==> src/hdl/cdis_pkg.sv <==
// ----------------------------------------------------------------------------
// cdis_pkg
// Shared types and constants for the CBOR data item skipper.
// ----------------------------------------------------------------------------
package cdis_pkg;

  typedef enum logic [2:0] {
    ST_BUSY    = 3'd0,
    ST_DONE    = 3'd1,
    ST_OVERRUN = 3'd2,
    ST_INTENC  = 3'd3,
    ST_UNSUP   = 3'd4,
    ST_DEEP    = 3'd5
  } status_t;

  typedef enum logic [1:0] {
    PH_HEAD    = 2'd0,
    PH_ARG     = 2'd1,
    PH_STR     = 2'd2,
    PH_DISCARD = 2'd3
  } phase_t;

  localparam logic [2:0] MT_UINT   = 3'd0;
  localparam logic [2:0] MT_NINT   = 3'd1;
  localparam logic [2:0] MT_BYTES  = 3'd2;
  localparam logic [2:0] MT_TEXT   = 3'd3;
  localparam logic [2:0] MT_ARRAY  = 3'd4;
  localparam logic [2:0] MT_MAP    = 3'd5;
  localparam logic [2:0] MT_SIMPLE = 3'd7;

  localparam logic [4:0] AI_ARG_MIN  = 5'd24;
  localparam logic [4:0] AI_RESERVED = 5'd28;
  localparam logic [7:0] NULL_BYTE   = 8'hF6;

  localparam int VAL_W = 64;
  localparam int LEN_W = 16;

endpackage

==> src/hdl/cdis_ram.sv <==
// ----------------------------------------------------------------------------
// cdis_ram
// Simple dual-port RAM, one write and one read port, registered read data.
// ----------------------------------------------------------------------------
module cdis_ram #(
  parameter int WIDTH = 64,
  parameter int DEPTH = 16
) (
  input  logic                     clk,
  input  logic                     we,
  input  logic [$clog2(DEPTH)-1:0] waddr,
  input  logic [WIDTH-1:0]         wdata,
  input  logic                     re,
  input  logic [$clog2(DEPTH)-1:0] raddr,
  output logic [WIDTH-1:0]         rdata
);

  logic [WIDTH-1:0] mem [DEPTH];

  always_ff @(posedge clk) begin
    if (we) begin
      mem[waddr] <= wdata;
    end
    if (re) begin
      rdata <= mem[raddr];
    end
  end

endmodule

==> src/hdl/cbor_data_item_skipper_top.sv <==
// ----------------------------------------------------------------------------
// cbor_data_item_skipper_top
// Byte-serial CBOR item skipper with a RAM-backed nesting count stack.
// ----------------------------------------------------------------------------
// Usage:
//   Input channel data_valid/data_ready carries one buffer byte per item,
//   with buffer_end set on the last byte of the buffer. Output channel
//   result_valid/result_ready gives one result item (status, item_length)
//   for every accepted byte, in order.
//   The result is registered at the edge that takes the byte, unless the
//   byte closes a container that has an enclosing one: then the input is
//   held in FSM_POP for each such closed container, each a RAM read of the
//   next enclosing count (the innermost count sits in a register, the rest
//   of the stack in RAM), and the result is registered when the walk up the
//   stack ends. Otherwise one byte is taken per cycle, while the output
//   register is empty or being emptied.
//   An output register parts the two channels: a new byte is taken while the
//   previous result is being consumed; a stalled receiver holds data_ready
//   low once the output register is full.
//   Reset (rst, synchronous) returns to awaiting a head byte with an empty
//   stack; the RAM needs no clearing, entries are written before they are
//   read.
// ----------------------------------------------------------------------------
module cbor_data_item_skipper_top #(
  parameter int NEST_DEPTH = 16
) (
  input  logic        clk,
  input  logic        rst,
  input  logic        data_valid,
  output logic        data_ready,
  input  logic [7:0]  data_byte,
  input  logic        buffer_end,
  output logic        result_valid,
  input  logic        result_ready,
  output logic [2:0]  status,
  output logic [15:0] item_length
);

  import cdis_pkg::*;

  localparam int LW = $clog2(NEST_DEPTH + 1);
  localparam int AW = $clog2(NEST_DEPTH);

  typedef enum logic {FSM_IN, FSM_POP} fsm_t;

  fsm_t              fsm, fsm_next;
  phase_t            phase, phase_next;
  logic [3:0]        arg_left, arg_left_next;
  logic [VAL_W-1:0]  arg_val, arg_val_next;
  logic [2:0]        held_major, held_major_next;
  logic [VAL_W-1:0]  str_left, str_left_next;
  logic [LW-1:0]     level, level_next;
  logic [VAL_W-1:0]  top_count, top_count_next;
  logic [LEN_W-1:0]  bytes_seen, bytes_seen_next;
  logic              last_q, last_q_next;
  logic              out_valid, out_valid_next;
  status_t           out_status, out_status_next;
  logic [LEN_W-1:0]  out_len, out_len_next;

  logic              ram_we, ram_re;
  logic [AW-1:0]     ram_waddr, ram_raddr;
  logic [VAL_W-1:0]  ram_wdata, ram_rdata;

  logic [LW-1:0]     lvl_m1, lvl_m2;
  logic [LEN_W-1:0]  bs_inc;
  logic [2:0]        major;
  logic [4:0]        info;

  cdis_ram #(
    .WIDTH(VAL_W),
    .DEPTH(NEST_DEPTH)
  ) u_stack (
    .clk  (clk),
    .we   (ram_we),
    .waddr(ram_waddr),
    .wdata(ram_wdata),
    .re   (ram_re),
    .raddr(ram_raddr),
    .rdata(ram_rdata)
  );

  assign data_ready   = (fsm == FSM_IN) && (!out_valid || result_ready);
  assign result_valid = out_valid;
  assign status       = out_status;
  assign item_length  = out_len;

  assign lvl_m1 = level - LW'(1);
  assign lvl_m2 = level - LW'(2);
  assign bs_inc = (bytes_seen != {LEN_W{1'b1}}) ? bytes_seen + LEN_W'(1) : bytes_seen;
  assign major  = data_byte[7:5];
  assign info   = data_byte[4:0];

  always_comb begin
    logic             fin;
    logic             go_pop;
    logic             elem;
    logic             act;
    logic [2:0]       act_major;
    logic [VAL_W-1:0] act_val;
    logic [VAL_W-1:0] cnt;
    logic [VAL_W-1:0] top_dec;
    logic [VAL_W-1:0] str_dec;
    logic [3:0]       arg_dec;
    logic             flast;
    logic [LEN_W-1:0] flen;
    status_t          fstat;

    fsm_next        = fsm;
    phase_next      = phase;
    arg_left_next   = arg_left;
    arg_val_next    = arg_val;
    held_major_next = held_major;
    str_left_next   = str_left;
    level_next      = level;
    top_count_next  = top_count;
    bytes_seen_next = bytes_seen;
    last_q_next     = last_q;
    out_valid_next  = out_valid && !result_ready;
    out_status_next = out_status;
    out_len_next    = out_len;

    ram_we    = 1'b0;
    ram_waddr = lvl_m1[AW-1:0];
    ram_wdata = top_count;
    ram_re    = 1'b0;
    ram_raddr = lvl_m2[AW-1:0];

    fin       = 1'b0;
    go_pop    = 1'b0;
    elem      = 1'b0;
    act       = 1'b0;
    act_major = held_major;
    act_val   = arg_val;
    cnt       = '0;
    top_dec   = top_count - VAL_W'(1);
    str_dec   = str_left - VAL_W'(str_left != '0);
    arg_dec   = arg_left - 4'(arg_left != 4'd0);
    flast     = buffer_end;
    flen      = bs_inc;
    fstat     = ST_BUSY;

    unique case (fsm)
      FSM_IN: begin
        if (data_valid && data_ready) begin
          last_q_next = buffer_end;
          if (phase == PH_DISCARD) begin
            out_valid_next  = 1'b1;
            out_status_next = ST_BUSY;
            out_len_next    = '0;
            if (buffer_end) begin
              phase_next = PH_HEAD;
            end
          end else begin
            bytes_seen_next = bs_inc;
            fin             = 1'b1;
            case (phase)
              PH_HEAD: begin
                if (major == MT_SIMPLE) begin
                  if (data_byte == NULL_BYTE) begin
                    elem = 1'b1;
                  end else begin
                    fstat = ST_UNSUP;
                  end
                end else if (info >= AI_RESERVED) begin
                  fstat = ST_INTENC;
                end else if (info < AI_ARG_MIN) begin
                  act       = 1'b1;
                  act_major = major;
                  act_val   = VAL_W'(info);
                end else begin
                  held_major_next = major;
                  arg_val_next    = '0;
                  arg_left_next   = 4'b0001 << info[1:0];
                  phase_next      = PH_ARG;
                end
              end
              PH_ARG: begin
                arg_val_next  = {arg_val[VAL_W-9:0], data_byte};
                arg_left_next = arg_dec;
                if (arg_dec == 4'd0) begin
                  act       = 1'b1;
                  act_major = held_major;
                  act_val   = {arg_val[VAL_W-9:0], data_byte};
                end
              end
              default: begin
                str_left_next = str_dec;
                if (str_dec == '0) begin
                  elem = 1'b1;
                end
              end
            endcase

            if (act) begin
              case (act_major) inside
                MT_UINT, MT_NINT: begin
                  elem = 1'b1;
                end
                MT_BYTES, MT_TEXT: begin
                  if (act_val == '0) begin
                    elem = 1'b1;
                  end else begin
                    str_left_next = act_val;
                    phase_next    = PH_STR;
                  end
                end
                MT_ARRAY, MT_MAP: begin
                  cnt = (act_major == MT_MAP) ? {act_val[VAL_W-2:0], 1'b0} : act_val;
                  if (cnt == '0) begin
                    elem = 1'b1;
                  end else if (level >= LW'(NEST_DEPTH)) begin
                    fstat = ST_DEEP;
                  end else begin
                    ram_we         = (level != '0);
                    top_count_next = cnt;
                    level_next     = level + LW'(1);
                    phase_next     = PH_HEAD;
                  end
                end
                default: begin
                  fstat = ST_UNSUP;
                end
              endcase
            end

            if (elem) begin
              phase_next = PH_HEAD;
              if (level == '0) begin
                fstat = ST_DONE;
              end else if (top_dec != '0) begin
                top_count_next = top_dec;
              end else begin
                level_next = lvl_m1;
                if (lvl_m1 == '0) begin
                  fstat = ST_DONE;
                end else begin
                  go_pop = 1'b1;
                end
              end
            end
          end
        end
      end
      FSM_POP: begin
        fin     = 1'b1;
        flast   = last_q;
        flen    = bytes_seen;
        top_dec = ram_rdata - VAL_W'(1);
        if (top_dec != '0) begin
          top_count_next = top_dec;
        end else begin
          level_next = lvl_m1;
          if (lvl_m1 == '0) begin
            fstat = ST_DONE;
          end else begin
            go_pop = 1'b1;
          end
        end
      end
      default: begin
        fsm_next = FSM_IN;
      end
    endcase

    if (go_pop) begin
      // next enclosing count comes from the registered RAM read, used in FSM_POP
      ram_re   = 1'b1;
      fsm_next = FSM_POP;
    end else if (fin) begin
      if (fstat == ST_BUSY && flast) begin
        fstat = ST_OVERRUN;
      end
      out_valid_next  = 1'b1;
      out_status_next = fstat;
      out_len_next    = flen;
      fsm_next        = FSM_IN;
      if (fstat != ST_BUSY) begin
        phase_next      = PH_HEAD;
        level_next      = '0;
        bytes_seen_next = '0;
        if (fstat != ST_DONE && !flast) begin
          phase_next = PH_DISCARD;
        end
      end
    end
  end

  always_ff @(posedge clk) begin
    if (rst) begin
      fsm        <= FSM_IN;
      phase      <= PH_HEAD;
      arg_left   <= '0;
      arg_val    <= '0;
      held_major <= '0;
      str_left   <= '0;
      level      <= '0;
      bytes_seen <= '0;
      out_valid  <= 1'b0;
    end else begin
      fsm        <= fsm_next;
      phase      <= phase_next;
      arg_left   <= arg_left_next;
      arg_val    <= arg_val_next;
      held_major <= held_major_next;
      str_left   <= str_left_next;
      level      <= level_next;
      bytes_seen <= bytes_seen_next;
      out_valid  <= out_valid_next;
    end
    top_count  <= top_count_next;
    last_q     <= last_q_next;
    out_status <= out_status_next;
    out_len    <= out_len_next;
  end

endmodule

==> config.mk <==
export PLATFORM = sky130hd
export DESIGN_NAME = cbor_data_item_skipper_top
export DESIGN_NICKNAME = d
export VERILOG_FILES = /design/src/hdl/cdis_pkg.sv /design/src/hdl/cdis_ram.sv /design/src/hdl/cbor_data_item_skipper_top.sv
export SDC_FILE = /design/constraint.sdc
export NUM_CORES = 2
export LEC_CHECK = 0
export ABC_AREA = 1
export BUFFER_PORTS_ARGS = -buffer_cell sky130_fd_sc_hd__buf_2
export CAP_MARGIN = 10
export CORE_ASPECT_RATIO = 1.5
export CORE_MARGIN = 5
export CORE_UTILIZATION = 55
export CTS_CLUSTER_SIZE = 28
export DETAILED_ROUTE_END_ITERATION = 12
export PLACE_DENSITY = 0.71
export RECOVER_POWER = 50
export SYNTH_ARGS = -nofsm -noshare
export SYNTH_HDL_FRONTEND = slang
export SYNTH_SLANG_ARGS = --single-unit
export TNS_END_PERCENT = 30
==> constraint.sdc <==
create_clock -name clk -period 13.35 [get_ports clk]
set_clock_uncertainty 0.2 [all_clocks]
set_input_delay 2.0025 -clock clk [delete_from_list [all_inputs] [get_ports clk]]
set_output_delay 2.0025 -clock clk [all_outputs]
set_load 0.1 [all_outputs]
==> key figures <==
Status
  – Run status: finished, violations left
  – Failing checks: capacitance limit, slew limit

STA
  – Peak Freq: 98.7 MHz
  – Final hold violation count: 0
  – Sum Neg Setup Slack: 0 ps
  – Worst hold margin: 264 ps
  – Fin crit period: 10130 ps
  – Unrepaired setup endpoints after global routing: no
  – Final max-slew violation count: 660
  – Setup-failing EPs final: 0
  – Fin crit share: 0.759
  – Actual slew at the worst max-slew pin: 4160 ps
  – Normalized max-slew margin: -1.77

Place
  – Post-DP HPWL: 151 mm
  – Port Buffers: 33
  – GP Congestion: 1.08
  – Placed Cells: 7953

Clock network
  – Inserted Clock Buffers: 121
  – CTS tree: done
  – Root Buffer: clkbuf_16
  – Reg clk slew, reported paths: 60 ps
  – Setup bufs post-CTS: 0
  – PostCTS Resize Cnt: 0
  – Maximum root-to-sink buffer count: 3
  – # H-tree levels: 3
  – Cts hold-fix bufs: 0
  – Worst-Skew Late Latency: 760 ps
  – Sink Count: 1332

Power
  – Final Power: 11.2 mW
  – Leakage Power: 24.2 nW
  – Power per cell area: 164 mW/mm^2
  – Max VDD drop: 0.000146 V

Floorplan
  – Die Width: 287 um
  – Io pins: 34
  – Standard-cell rows: 152
  – Initial Util: 0.554
  – Core ar.: 0.114 mm^2
  – Die area: 0.122 mm^2
  – Die height: 426 um

Yosys
  – Synth Area in Compound Gates: 0.134
  – Number of synthesized flops with an enable pin: 1153
  – Syn Inst Count: 6675
  – Sequential element share of the synthesized area: 0.603
  – Async S/R FF share, synth: 0
  – Synth warn: 0
  – Mapped Area: 0.0634 mm^2
  – Synth Area in XOR/XNOR: 0.0222
  – Synthesized-area fraction occupied by adder cells: 0.00335
  – Avg Cell Area, Syn: 9.50 um^2
  – Primary FF master, synth: edfxtp_1
  – Main combinational cell family by area after synthesis: simple AND/OR/NAND/NOR gates
  – Syn nets: 6705
  – Synth cell types: 53
  – Post-Synth Simple-Gate Area: 0.193
  – Seq cells post-synth: 1332
  – Mux contribution to synthesized area: 0.000316

Global route
  – Overall global routing resource usage: 0.360
  – First-pass GRT wire length: 324 mm
  – Vias in the first global route: 49.0k
  – Largest net degree at the start of global routing: 162
  – Grt ovf: 0
  – Initial antenna violation count: 2

Critical path
  – CP endpoint kind: flip-flop
  – R2R Path Start: level[1]$_SDFF_PP0_
  – R2R cell count: 8
  – CP Launch Point: level[1]$_SDFF_PP0_
  – R2r endpoint: u_stack.rdata[23]$_DFFE_PP_
  – Critical Path RT: 13590 ps
  – R2r setup slk: 3220 ps
  – Crit start category: flip-flop
  – Critical path class: reg2reg
  – Worst-path maximum fanout: 53
  – Critical Path End: u_stack.rdata[23]$_DFFE_PP_
  – CP Data Arrival Time: 10370 ps

Routing
  – Vias: 50.8k
  – Final wirelength: 225 mm
  – Remaining antenna violation count: 0
  – Number of remaining DRC errors: 0
  – Initial drt markers: 6108
  – Drt via density: 6.21
  – WL per Instance: 27.5 um
  – TritonRoute pass-1 iters: 6

Finish
  – # nets final: 6566
  – Finished Layout Cells: 8176
  – Multi-input gate area: 0.0225 mm^2
  – Share of layout cells above drive strength 1: 0.0515
  – Area occupied by registers: 0.0382 mm^2
  – Ant diodes: 0
  – P&R area growth vs syn: 8.28%
  – Fill count: 9810

Worst hold path
  – Worst hold path class: reg2reg

Job
  – Number of max-cap violations: 14
==> routing by layer <==
layer,share of wire,vias to the layer above,GRT usage
li1,-,23100,-
met1,0.34,24400,0.405
met2,0.49,2575,0.615
met3,0.073,738,0.0545
met4,0.096,0,0.275
met5,0,-,0
==> worst min-delay path by stage <==
stage | to | from | slack, ps | cells after the start
after floorplan | str_left[62]$_SDFFE_PP0P_ | str_left[62]$_SDFFE_PP0P_ | 250 | 2
after global placement | item_length[12]$_DFF_P_ | item_length[12]$_DFF_P_ | 250 | 2
after detailed placement | item_length[3]$_DFF_P_ | item_length[3]$_DFF_P_ | 250 | 2
after CTS | item_length[3]$_DFF_P_ | item_length[3]$_DFF_P_ | 260 | 2
after global routing | item_length[6]$_DFF_P_ | item_length[6]$_DFF_P_ | 290 | 2
final | item_length[7]$_DFF_P_ | item_length[7]$_DFF_P_ | 260 | 2
==> per-stage QoR <==
stage	util	instance area, um^2	setup WS, ps
final	0.600	68700	3220
after global routing	0.600	68700	2900
after CTS	0.601	68800	5590
after detailed placement	0.566	64800	4820
after global placement	0.566	64800	4970
after floorplan	-	63400	3390
==> cell families (layout without fill, tap and decap cells) <==
family,Yosys count,in the layout
mux,2,2
simple gates,3030,3030
buf+inv,728,689
compound gates,1405,1405
flops,1332,1332
xor+xnor,161,161
fa+ha+maj,17,17
==> worst max-delay path, cell delays in order, from the launching register on <==
cell      delay [ps]
dfxtp_1         1480
inv_6            550
ha_1            1650
clkbuf_1        1940
clkbuf_1        2280
buf_4            870
o221ai_1         290
nand3_1          190
nand2_1          160
==> layout by cell type, fill, tap and decap left out, drive strengths merged, types with 3 or more instances in the layout <==
cell	n
a211oi	22
a21oi	158
a31oi	6
buf	79
bufinv	10
clkbuf	201
clkinv	46
clkinvlp	10
dfxtp	179
edfxtp	1153
ha	17
inv	343
nand2	1404
nand3	291
nand3b	10
nand4	45
nor2	1168
nor3	59
nor4	32
o211ai	207
o21ai	742
o221ai	198
o22ai	62
or2	10
or3	3
xnor2	31
xor2	130
==> report_power, final <==
| part | switching, mW | internal (mW) |
|---|---|---|
| combinational | 1.97 | 0.619 |
| sequential | 0.350 | 4.80 |
| clock | 1.57 | 1.94 |
==> cell usage after synthesis (59+ instances only) <==
cell type | number | area (um^2)
dfxtp_1 | 179 | 3580
o21ai_1 | 97 | 485
edfxtp_1 | 1153 | 34600
o21ai_0 | 644 | 3220
nor3_1 | 59 | 295
nand2_1 | 1399 | 5250
o221ai_1 | 198 | 1730
a21oi_1 | 158 | 791
clkbuf_1 | 320 | 1200
inv_1 | 332 | 1250
nor2_1 | 1139 | 4280
nand3_1 | 284 | 1420
o22ai_1 | 62 | 388
o211ai_1 | 207 | 1550
xor2_1 | 130 | 1140
==> flip-flops by register name, indices dropped and copies added (netlist names) <==
register / flops
bytes_seen: 16
u_stack.mem: 1024
phase: 2
str_left: 64
arg_left: 4
status: 3
arg_val: 64
ram_wdata: 64
level: 5
fsm: 1
last_q: 1
held_major: 3
item_length: 16
result_valid: 1
u_stack.rdata: 64
==> final cells by class <==
class                      count  area share
multi-input combinational   4615       0.328
clock buffer                 160      0.0481
sequential                  1332       0.557
tap                         1540      0.0281
timing repair buffer         120      0.0109
inverter                     346      0.0192
clock inverter                63     0.00948
No activity file was read; power rests on OpenSTA's default activity.
